## src/sv/tkss_pkg.sv

```systemverilog
// Shared types and constants for the top-k score selector.
// Used by tkss_cell, top_k_score_select and tkss_checker; depends on nothing.
`default_nettype none

package tkss_pkg;

    // Default sizes handed to the top level.
    localparam int DEF_MAX_ITEMS = 256;
    localparam int DEF_MAX_K     = 8;

    // Fixed field widths of the stream payloads.
    localparam int SCORE_W    = 32;
    localparam int TOP_CNT_W  = 4;
    localparam int RANK_W     = 3;
    localparam int OUT_IDX_W  = 8;
    localparam int OUT_DATA_W = 16;

    // Value of the result count register after reset.
    localparam logic [TOP_CNT_W-1:0] TOP_COUNT_RST = 4'd6;

    // Commands broadcast from the sequencer to every cell of the chain.
    typedef struct packed {
        logic insert;     // place the new score into the sorted list
        logic shift_out;  // move every entry one place toward the head
        logic clear;      // drop all entries at the end of a set
    } cell_ctl_t;

endpackage

`default_nettype wire

```

## src/sv/tkss_cell.sv

```systemverilog
// One cell of the sorted insertion chain: holds a single (score, index) entry.
// Depends on tkss_pkg for the command struct and the score width.
`default_nettype none

module tkss_cell #(
    parameter int IDX_W = 8
) (
    input  wire                           clk,
    input  wire                           rst_n,
    input  tkss_pkg::cell_ctl_t           ctl,
    input  wire  [tkss_pkg::SCORE_W-1:0]  new_score,
    input  wire  [IDX_W-1:0]              new_idx,
    input  wire                           left_beat,
    input  wire                           left_valid,
    input  wire  [tkss_pkg::SCORE_W-1:0]  left_score,
    input  wire  [IDX_W-1:0]              left_idx,
    input  wire                           right_valid,
    input  wire  [tkss_pkg::SCORE_W-1:0]  right_score,
    input  wire  [IDX_W-1:0]              right_idx,
    output logic                          beat,
    output logic                          valid,
    output logic [tkss_pkg::SCORE_W-1:0]  score,
    output logic [IDX_W-1:0]              idx
);
    import tkss_pkg::*;

    logic                valid_reg, valid_next;
    logic [SCORE_W-1:0]  score_reg, score_next;
    logic [IDX_W-1:0]    idx_reg, idx_next;

    // The new score displaces this entry only if it is strictly greater,
    // so an equal earlier score keeps its place ahead of the later one.
    assign beat = !valid_reg || ($signed(new_score) > $signed(score_reg));

    // Next entry: insertion pulls from the left neighbor or takes the new
    // score; drain pulls from the right neighbor.
    always_comb
    begin
        valid_next = valid_reg;
        score_next = score_reg;
        idx_next   = idx_reg;
        priority if (ctl.clear)
        begin
            valid_next = 1'b0;
        end
        else if (ctl.shift_out)
        begin
            valid_next = right_valid;
            score_next = right_score;
            idx_next   = right_idx;
        end
        else if (ctl.insert && beat)
        begin
            if (left_beat)
            begin
                valid_next = left_valid;
                score_next = left_score;
                idx_next   = left_idx;
            end
            else
            begin
                valid_next = 1'b1;
                score_next = new_score;
                idx_next   = new_idx;
            end
        end
    end

    // Only the valid bit needs a reset.
    always_ff @(posedge clk or negedge rst_n)
    begin
        if (!rst_n)
        begin
            valid_reg <= 1'b0;
        end
        else
        begin
            valid_reg <= valid_next;
        end
    end

    always_ff @(posedge clk)
    begin
        score_reg <= score_next;
        idx_reg   <= idx_next;
    end

    assign valid = valid_reg;
    assign score = score_reg;
    assign idx   = idx_reg;

endmodule

`default_nettype wire

```

## src/sv/top_k_score_select.sv

```systemverilog
// Top-k score selector: a chain of tkss_cell entries kept in descending order
// plus a sequencer that counts the set and drains the ranks.
// Depends on tkss_pkg and tkss_cell.
//
//   Channel   Dir   Handshake          Payload
//   s_*       in    s_tvalid/s_tready  s_tdata = score, s_tlast = last of set
//   m_*       out   m_tvalid/m_tready  m_tdata = rank, item_index;
//                                      m_tuser = found; m_tlast = final_res
//   cfg_*     in    cfg_valid/ready    cfg_data = top_count
//
// Scores are taken one per cycle and, up to MAX_ITEMS per set, sorted into the chain
// of MAX_K cells at the accepting edge. After the last score, the clamped count (1 to
// MAX_K) of results follows from the next cycle, one per cycle while m_tready is high.
// Input is held off for that drain and reopens the cycle after the final result.
// A stalled result holds; the chain shifts only when a result is taken.
// Reset empties the chain, zeroes the item count and sets top_count to 6.
`default_nettype none

module top_k_score_select #(
    parameter int MAX_ITEMS = tkss_pkg::DEF_MAX_ITEMS,
    parameter int MAX_K     = tkss_pkg::DEF_MAX_K
) (
    input  wire                              clk,
    input  wire                              rst_n,
    // Score stream: tdata [31:0] score.
    input  wire                              s_tvalid,
    output logic                             s_tready,
    input  wire  [tkss_pkg::SCORE_W-1:0]     s_tdata,
    input  wire                              s_tlast,
    // Result stream: tdata [2:0] rank, [10:3] item_index, [15:11] zero.
    output logic                             m_tvalid,
    input  wire                              m_tready,
    output logic [tkss_pkg::OUT_DATA_W-1:0]  m_tdata,
    // tuser [0] found.
    output logic [0:0]                       m_tuser,
    output logic                             m_tlast,
    // Result count register write.
    input  wire                              cfg_valid,
    output logic                             cfg_ready,
    input  wire  [tkss_pkg::TOP_CNT_W-1:0]   cfg_data
);
    import tkss_pkg::*;

    localparam int IDX_W = $clog2(MAX_ITEMS);
    localparam int CNT_W = $clog2(MAX_ITEMS + 1);
    localparam int RK_W  = $clog2(MAX_K + 1);

    typedef enum logic {ST_LOAD, ST_EMIT} state_t;

    state_t                state_reg;
    logic [CNT_W-1:0]      count_reg;
    logic [RK_W-1:0]       rank_reg;
    logic [RK_W-1:0]       k_reg;
    logic [TOP_CNT_W-1:0]  top_count_reg;

    logic                  s_fire, m_fire, room, is_final;
    logic [RK_W-1:0]       k_clamped;
    logic [31:0]           tc_ext, rank_ext, idx_ext;
    cell_ctl_t             ctl;

    logic                  beat_w  [MAX_K];
    logic                  valid_w [MAX_K];
    logic [SCORE_W-1:0]    score_w [MAX_K];
    logic [IDX_W-1:0]      idx_w   [MAX_K];

    assign s_fire    = s_tvalid && s_tready;
    assign m_fire    = m_tvalid && m_tready;
    assign room      = (count_reg < CNT_W'(MAX_ITEMS));
    assign is_final  = (rank_reg == (k_reg - 1'b1));
    assign cfg_ready = 1'b1;

    // Result count clamped to 1..MAX_K.
    assign tc_ext = 32'(top_count_reg);
    always_comb
    begin
        priority if (tc_ext == 32'd0)
            k_clamped = RK_W'(1);
        else if (tc_ext > 32'(MAX_K))
            k_clamped = RK_W'(MAX_K);
        else
            k_clamped = RK_W'(tc_ext);
    end

    // Commands to the chain.
    always_comb
    begin
        ctl.insert    = s_fire && room;
        ctl.shift_out = m_fire && !is_final;
        ctl.clear     = m_fire && is_final;
    end

    // The chain of cells, head at index 0.
    for (genvar i = 0; i < MAX_K; i++)
    begin : g_cell
        logic               l_beat, l_valid, r_valid;
        logic [SCORE_W-1:0] l_score, r_score;
        logic [IDX_W-1:0]   l_idx, r_idx;

        if (i == 0)
        begin : g_head
            assign l_beat  = 1'b0;
            assign l_valid = 1'b0;
            assign l_score = '0;
            assign l_idx   = '0;
        end
        else
        begin : g_mid
            assign l_beat  = beat_w[i-1];
            assign l_valid = valid_w[i-1];
            assign l_score = score_w[i-1];
            assign l_idx   = idx_w[i-1];
        end

        if (i == MAX_K - 1)
        begin : g_tail
            assign r_valid = 1'b0;
            assign r_score = '0;
            assign r_idx   = '0;
        end
        else
        begin : g_body
            assign r_valid = valid_w[i+1];
            assign r_score = score_w[i+1];
            assign r_idx   = idx_w[i+1];
        end

        tkss_cell #(
            .IDX_W(IDX_W)
        ) u_cell (
            .clk        (clk),
            .rst_n      (rst_n),
            .ctl        (ctl),
            .new_score  (s_tdata),
            .new_idx    (count_reg[IDX_W-1:0]),
            .left_beat  (l_beat),
            .left_valid (l_valid),
            .left_score (l_score),
            .left_idx   (l_idx),
            .right_valid(r_valid),
            .right_score(r_score),
            .right_idx  (r_idx),
            .beat       (beat_w[i]),
            .valid      (valid_w[i]),
            .score      (score_w[i]),
            .idx        (idx_w[i])
        );
    end

    // Sequencer: count the set, then drain one rank per taken request.
    always_ff @(posedge clk or negedge rst_n)
    begin
        if (!rst_n)
        begin
            state_reg     <= ST_LOAD;
            count_reg     <= '0;
            rank_reg      <= '0;
            k_reg         <= RK_W'(1);
            top_count_reg <= TOP_COUNT_RST;
        end
        else
        begin
            if (cfg_valid && cfg_ready)
            begin
                top_count_reg <= cfg_data;
            end
            unique case (state_reg)
                ST_LOAD:
                begin
                    if (s_fire)
                    begin
                        if (room)
                        begin
                            count_reg <= count_reg + 1'b1;
                        end
                        if (s_tlast)
                        begin
                            k_reg     <= k_clamped;
                            rank_reg  <= '0;
                            state_reg <= ST_EMIT;
                        end
                    end
                end
                ST_EMIT:
                begin
                    if (m_fire)
                    begin
                        if (is_final)
                        begin
                            count_reg <= '0;
                            state_reg <= ST_LOAD;
                        end
                        else
                        begin
                            rank_reg <= rank_reg + 1'b1;
                        end
                    end
                end
                default:
                begin
                    state_reg <= ST_LOAD;
                end
            endcase
        end
    end

    // Index and found fields come from the head cell; the rank comes from the rank counter.
    assign rank_ext = 32'(rank_reg);
    assign idx_ext  = valid_w[0] ? 32'(idx_w[0]) : 32'd0;

    assign s_tready   = (state_reg == ST_LOAD);
    assign m_tvalid   = (state_reg == ST_EMIT);
    assign m_tdata    = {{(OUT_DATA_W - OUT_IDX_W - RANK_W){1'b0}},
                         idx_ext[OUT_IDX_W-1:0], rank_ext[RANK_W-1:0]};
    assign m_tuser[0] = valid_w[0];
    assign m_tlast    = is_final;

endmodule

`default_nettype wire

```

## config.mk

```make
export PLATFORM = sky130hd
export DESIGN_NAME = top_k_score_select
export DESIGN_NICKNAME = d
export VERILOG_FILES = /design/src/sv/tkss_pkg.sv /design/src/sv/tkss_cell.sv /design/src/sv/top_k_score_select.sv
export SDC_FILE = /design/constraint.sdc
export NUM_CORES = 1
export LEC_CHECK = 0
export BUFFER_PORTS_ARGS = -buffer_cell sky130_fd_sc_hd__buf_2
export CAP_MARGIN = 20
export CORE_ASPECT_RATIO = 1.25
export CORE_MARGIN = 4
export CORE_UTILIZATION = 64
export DETAILED_ROUTE_END_ITERATION = 8
export MAX_ROUTING_LAYER = met4
export PLACE_DENSITY = 0.79
export REMOVE_ABC_BUFFERS = 1
export SLEW_MARGIN = 25
export SYNTH_ARGS = -nofsm -noshare
export SYNTH_HDL_FRONTEND = slang
export SYNTH_HIERARCHICAL = 1
export SYNTH_SLANG_ARGS = --single-unit
```

## constraint.sdc

```tcl
create_clock -name clk -period 14.9 [get_ports clk]
set_input_delay 2.235 -clock clk [delete_from_list [all_inputs] [get_ports clk]]
set_output_delay 2.235 -clock clk [all_outputs]
set_load 0.02 [all_outputs]
```

* Yosys cells after proc, flatten, opt, wreduce, memory -nomap -nowiden
Index checks and enable logic that the tools add are counted.
** Operators by class
- $add $sub $neg :: 3
- $lt $le $gt $ge :: 10
- Equal/unequal tests :: 7
- Muxes and demuxes :: 93
- Bitwise gates (word level) :: 2
- Reduce and logical (&&, ||, !) cells :: 58
** Operators with widths (number)
- $mux W32 :: 22
- $gt A32 B32 Y1 :: 8
- $mux W8 :: 23
- $mux W9 :: 4
- $mux W1 :: 35
- $logic_not A32 Y1 :: 1
- $mux W4 :: 6
- $reduce_bool A3 Y1 :: 8
- $pmux W9 S2 :: 1
- $reduce_and A2 Y1 :: 8
- $reduce_bool A2 Y1 :: 8
- $logic_and A1 B1 Y1 :: 13
- $ne A2 B1 Y1 const B :: 5
- $add A9 B1 Y9 const B :: 1
- $logic_not A1 Y1 :: 9
- $lt A9 B9 Y1 const B :: 1
- $logic_or A1 B1 Y1 :: 8
- $pmux W4 S2 :: 1
- $reduce_and A4 Y1 :: 2
- $add A4 B1 Y4 const B :: 1
- $eq A4 B4 Y1 :: 1
- $gt A4 B4 Y1 const B :: 1
- $sub A4 B1 Y4 const B :: 1
- $reduce_and A3 Y1 :: 1
- 3 further kinds :: 4
** Storage, ports and cells
- Flip-flop bits (word level) :: 350
- Input bits :: 42
- Output and inout bits :: 21
- Logic and storage cells :: 202

* Depth between registers and ports, before layout
Gate-level depths: netlist of the first run.
- Word-level depth :: 7
- Depth in mapped cells :: 15
- Mapped depth without buffers :: 13

* By module
The synthesis of the first run kept the hierarchy.
** Modules (own cells, without submodules)
- tkss_cell :: times used 8, cells each 310, area each 3032.9 µm², sequential area each 1226.2 µm²
- top_k_score_select :: times used 1, cells each 140, area each 1368.8 µm², sequential area each 554.3 µm²

* Worst setup path after synthesis of the first run
OpenSTA, ideal clock, no wires.
- Path kind :: input-to-reg
- From :: input m_tready
- To :: register g_cell[0].u_cell.idx_reg[0], enable pin
- Library setup time :: 0.630 ns
- Arrival :: 5.320 ns
- Data required time :: 14.270 ns
- Path slack :: 8.950 ns
- Stages on the path :: 5
- Buffers on the path :: 0
- Cells stage by stage :: nand2_1 nor3_2 and4b_2 a21oi_1 nand3b_1
** RTL lines
- from (decl) :: line top_k_score_select.sv:32 : input wire m_tready,
- to (signal assigned) :: line tkss_cell.sv:85 : idx_reg <= idx_next;
- to (decl) :: line tkss_cell.sv:29 : logic [IDX_W-1:0] idx_reg, idx_next;

==> impl_metrics.toml, run 1 <==
[run_status]
status = "finished, final reports clean"

[clocking]
cts_resized = 0
postCtsHoldBufs = 0
post_cts_buffers = 0
clk_pin_slew_ns = 0.06
cts_max_level = 2
cts_buffers = 39
cts_tree = "built"
clock-root-buffer = "clkbuf_16"
cts_buffer_depth = 3
clkLatencyLatePin_ns = 0.55
clock-sinks = 350

[cells_and_area]
postLayoutCoreUtil_pct = 70.54
final_area_um2 = 27740
final_cells = 3229
largest_reg_flops = 256
drive_gt1_share_pct = 8.608
nets = 3000
area_growth_syn_to_layout_pct = 8.290

[timing]
timing.hold.ws_ns = 0.4927
fin_crit_sh_pct = 43.47
finClkSkew_ns = 0.01642
slew_headroom_pct = 33.38
maxSlewViolCount = 0
hold_viol_final = 0
setup_ws_ns = 8.423
period_needed_ns = 6.477
rsz0062_at_grt = "no"
setup_violations = 0
finalSetupTns_ns = 0
fmax_mhz = 154.4
tightest_slew_ns = 0.9993

[setup_path]
r2r-start = "k_reg[0]$_DFFE_PN1P_"
arrival_ns = 6.66
end_kind = "flip-flop"
critPathRequiredTime_ns = 15.08
worstPathMaxFanout = 228
reg2reg_to = "g_cell[3].u_cell/score[23]$_DFFE_PP_"
r2r_cells = 15
regToRegSetupSlack_ns = 8.85
critical_path_class = "input pin to flip-flop"
start_kind = "input pin"

[drt]
routed_via_density = 6.308
antenna_left = 0
num_vias = 20370
routedWlPerCell_um = 20.31
drt_iter0_drc = 1687
first_pass_iters = 8
drcViolationCount = 0
drt_wl_total_um = 65580

[synthesis]
synth_cells = 2617
syn_avg_cell_area_um2 = 9.787
ys_warn_count = 6
syn_area_um2 = 25610

[place]
dp.cells = 3155
hpwl_um = 45580
gp_congestion = 0.8860
io_buffers = 56
place_ws_ns = 7.993
postPlaceCellArea_um2 = 26500

[pwr]
comb_power_share_pct = 51.6
ir_drop_mv = 0.1819
finalPower_mw = 6.892
p_seq_share_pct = 34.8
sw_frac_of_total_pct = 44.33
internal_power_mw = 3.836
switching_power_mw = 3.055
p_leak_nw = 12.48
power_frac_clock_pct = 13.6
power_density_nw_per_um2 = 248.5

[hold_path]
min-delay-start = "top_count_reg[3]$_DFFE_PN0P_"
hold_depth = 1
hp-class = "flip-flop to flip-flop"
worstHoldEndpoint = "k_reg[0]$_DFFE_PN1P_"

[die]
die_area_um2 = 43310
fp.dieH_um = 231.7
ioPinCount = 63
start_util_pct = 65.14
core_um2 = 39320
rows = 81
die_x_um = 186.9

[global_routing]
grt_max_degree = 229
antenna_found_initial = 1
overflow = 0
grt_pass1_vias = 20750
grt_pass1_wl_um = 105500
track_usage_pct = 30.53

[flow_run]
cap_violations = 0
metal layers:
metal | vias to the layer above | GRT usage (%) | wire length (µm)
met3 | 203 | 3.781 | 4155
met1 | 9811 | 36.26 | 25940
met5 | - | - | 0
met4 | 0 | 12.74 | 2979
li1 | 9541 | - | -
met2 | 813 | 52.98 | 32510
layout make-up:
cell class	instances	area [µm²]
clock buffers	53	1070
well taps	498	623.1
repair buffers	86	525.5
clock inverters	19	152.6
multi-input cells	1950	13980
inverters	272	1021
diodes	1	2.502
fillers	2964	11590
flip-flops and latches	350	10360
power groups by stage:
stage                     registers, mW  clock network (mW)  logic, mW
after floorplan                    2.30                   0       3.08
after global placement             2.39                   0       3.30
after detailed placement           2.40                   0       3.48
after CTS                          2.40               0.952       3.50
after global routing               2.46               0.996       3.91
final                              2.40               0.939       3.55
critical path, cell delays in order:
cell and delay (ns):
buf_2 0.11, nand2_1 0.20, nor2_4 0.15, buf_4 0.76
buf_12 0.66, buf_4 0.79, a21oi_1 0.09, nor2_1 0.13
a21oi_1 0.05, nand3b_1 0.65, buf_4 0.54
cell usage in the layout (no fill, tap or decap), types with 9 or more instances in the layout:
cell type and n:
a211oi_1 16, a21oi_1 120, and2_1 9, and3_1 9, buf_2 56, buf_4 28, clkbuf_1 11, clkbuf_16 40
clkinv_2 9, conb_1 89, dfrtp_1 27, edfxtp_1 320, ha_1 259, inv_1 270, mux2i_1 321, nand2_1 407
nand2b_1 12, nand3_1 34, nand3b_1 9, nand4_1 41, nand4_2 16, nor2_1 39, nor2b_1 16, nor3_1 11
nor4_1 9, o211ai_1 25, o21ai_0 350
worst max path at each step:
stage / startpoint / end / slack, ns / cells past startpoint
floorplan: m_tready / g_cell[1].u_cell/valid$_DFFE_PN0P_ / -7.43 / 6
global placement: m_tready / g_cell[3].u_cell/score[24]$_DFFE_PP_ / 8.07 / 11
detailed placement: m_tready / g_cell[3].u_cell/score[22]$_DFFE_PP_ / 7.99 / 11
CTS: m_tready / g_cell[3].u_cell/score[29]$_DFFE_PP_ / 8.62 / 11
global route: m_tready / g_cell[3].u_cell/score[22]$_DFFE_PP_ / 8.20 / 11
finish: m_tready / g_cell[3].u_cell/score[23]$_DFFE_PP_ / 8.42 / 11
No activity file was read; power rests on OpenSTA's default activity.
==> run 2: changes to the inputs <==
==> constraint.sdc (replaced) <==
create_clock -name clk -period 6.2 [get_ports clk]
set_input_delay 0.93 -clock clk [delete_from_list [all_inputs] [get_ports clk]]
set_output_delay 0.93 -clock clk [all_outputs]
set_load 0.02 [all_outputs]
==> impl_metrics.toml, run 2 (same netlist as run 1, synthesis figures left out) <==
[run_status]
status = "finished, final reports clean"

[cells_and_area]
nets = 3003
largest_reg_flops = 256
final_common_cell = "nand2_1"
drive_gt1_share_pct = 8.751
area_growth_syn_to_layout_pct = 8.925
antenna_cells = 0
fillers = 2982
layout_common_cells = "nand2_1 (407), o21ai_0 (350), mux2i_1 (321), edfxtp_1 (320), inv_1 (270)"
postLayoutCoreUtil_pct = 70.95

[global_routing]
track_usage_pct = 32.86
grt_pass1_vias = 20210
grt_max_degree = 241
grt_pass1_wl_um = 110600
antenna_found_initial = 0
overflow = 0

[timing]
setup_ws_ns = 1.795
tightest_slew_ns = 1.076
hold_viol_final = 0
fin_crit_sh_pct = 71.05
maxSlewViolCount = 0
slew_headroom_pct = 28.08
fmax_mhz = 227.0
setup_violations = 0
period_needed_ns = 4.405
finClkSkew_ns = 0.02746
rsz0062_at_grt = "no"
finalSetupTns_ns = 0

[clocking]
clk_pin_slew_ns = 0.06
clock-root-buffer = "clkbuf_16"
postCtsHoldBufs = 0
cts_buffer_depth = 3
cts_tree = "built"
cts_buffers = 38
cts_max_level = 2
clock-sinks = 350
cts_resized = 0
clkLatencyLatePin_ns = 0.56
post_cts_buffers = 0

[die]
fp.dieH_um = 231.7
die_area_um2 = 43310
start_util_pct = 65.14
ioPinCount = 63
die_x_um = 186.9
core_um2 = 39320
rows = 81

[flow_run]
cap_violations = 0

[drt]
drt_wl_total_um = 70790
drt_iter0_drc = 1855
first_pass_iters = 8
routed_via_density = 6.317
num_vias = 20400
routedWlPerCell_um = 21.92
drcViolationCount = 0
antenna_left = 0

[setup_path]
max_stage_delay_ns = 0.75
critPathRequiredTime_ns = 6.46
end_kind = "flip-flop"
r2r_cells = 10
r2r-start = "k_reg[0]$_DFFE_PN1P_"
crit_path_cell_trace = "inv_1 -> ha_1 -> xnor3_1 -> nand3_2 -> nor3_4 -> buf_4 -> and4b_2 -> a21oi_1 -> nand3b_1 -> buf_12"
worstPathMaxFanout = 29
cpMaxStageDelayCell = "nand3b_1"
reg2reg_to = "g_cell[1].u_cell/score[15]$_DFFE_PP_"
start_kind = "flip-flop"
critical_path_class = "flip-flop to flip-flop"
arrival_ns = 4.67
regToRegSetupSlack_ns = 1.80

[pwr]
ir_drop_mv = 0.7430
p_leak_nw = 12.55
finalPower_mw = 17.11
power_density_nw_per_um2 = 613.1

[place]
place_ws_ns = 1.427
gp_congestion = 0.9166
io_buffers = 56
hpwl_um = 48250

[hold_path]
hp-class = "input pin to asynchronous set/reset pin"
[run 2: changes by cell type in the layout (fill, tap and decap cells not counted), sizes merged]
| cell | before | now |
|---|---|---|
| diode | 1 | 0 |
| inv | 273 | 274 |
| buf | 86 | 90 |
| clkbuf | 53 | 42 |
| bufinv | 2 | 8 |
| clkinv | 16 | 17 |
[run 2: routing by layer]
layer	vias up	track usage (%)	wire (µm)
li1	9546	-	-
met1	9836	39.85	27810
met2	802	55.88	35060
met3	212	3.375	4237
met4	0	15.19	3682
met5	-	-	0
[run 2: critical path: cells and delay by family (launching register included)]
kind / cells / cell delay [ns]
AND/OR/NAND/NOR: 4 / 1.72
buffers and inverters: 3 / 1.02
flip-flops: 1 / 0.57
XOR/XNOR: 1 / 0.38
adder cells (fa/ha/maj): 1 / 0.20
AO/OA/AOI/OAI: 1 / 0.14
[run 2: worst max-delay path by stage]
stage | from | to
2_1_floorplan | k_reg[0]$_DFFE_PN1P_ | g_cell[1].u_cell/valid$_DFFE_PN0P_
3_3_place_gp | s_tdata[31] | g_cell[1].u_cell/score[31]$_DFFE_PP_
3_5_place_dp | s_tdata[31] | g_cell[1].u_cell/score[25]$_DFFE_PP_
4_1_cts | k_reg[0]$_DFFE_PN1P_ | g_cell[1].u_cell/score[15]$_DFFE_PP_
5_1_grt | k_reg[0]$_DFFE_PN1P_ | g_cell[1].u_cell/score[15]$_DFFE_PP_
6_report | k_reg[0]$_DFFE_PN1P_ | g_cell[1].u_cell/score[15]$_DFFE_PP_
[run 2: through the flow]
stage | hold WS (ns) | area [µm²] | instances
3_5_place_dp | 0.4814 | 26590 | 3160
2_1_floorplan | 0.4368 | 25350 | 2572
5_1_grt | 0.4751 | 27900 | 3229
6_report | 0.4450 | 27900 | 3229
4_1_cts | 0.4490 | 27900 | 3229
3_3_place_gp | 0.4674 | 26580 | 3159
[run 2: final cells by class]
type / instances / area, µm² / area share (%)
Tap cell: 498 / 623.1 / 2.233
Multi-Input combinational cell: 1950 / 13980 / 50.10
Timing Repair Buffer: 90 / 605.6 / 2.171
Clock inverter: 27 / 341.6 / 1.224
Inverter: 272 / 1021 / 3.660
Sequential cell: 350 / 10360 / 37.15
Clock buffer: 42 / 965.9 / 3.462
[run 2: where the power goes]
part           total, mW  leakage, nW  internal, mW  switching [mW]
sequential          5.73         3.46          4.71            1.02
clock               2.46        0.641          1.46           0.998
combinational       8.91         8.45          3.26            5.65
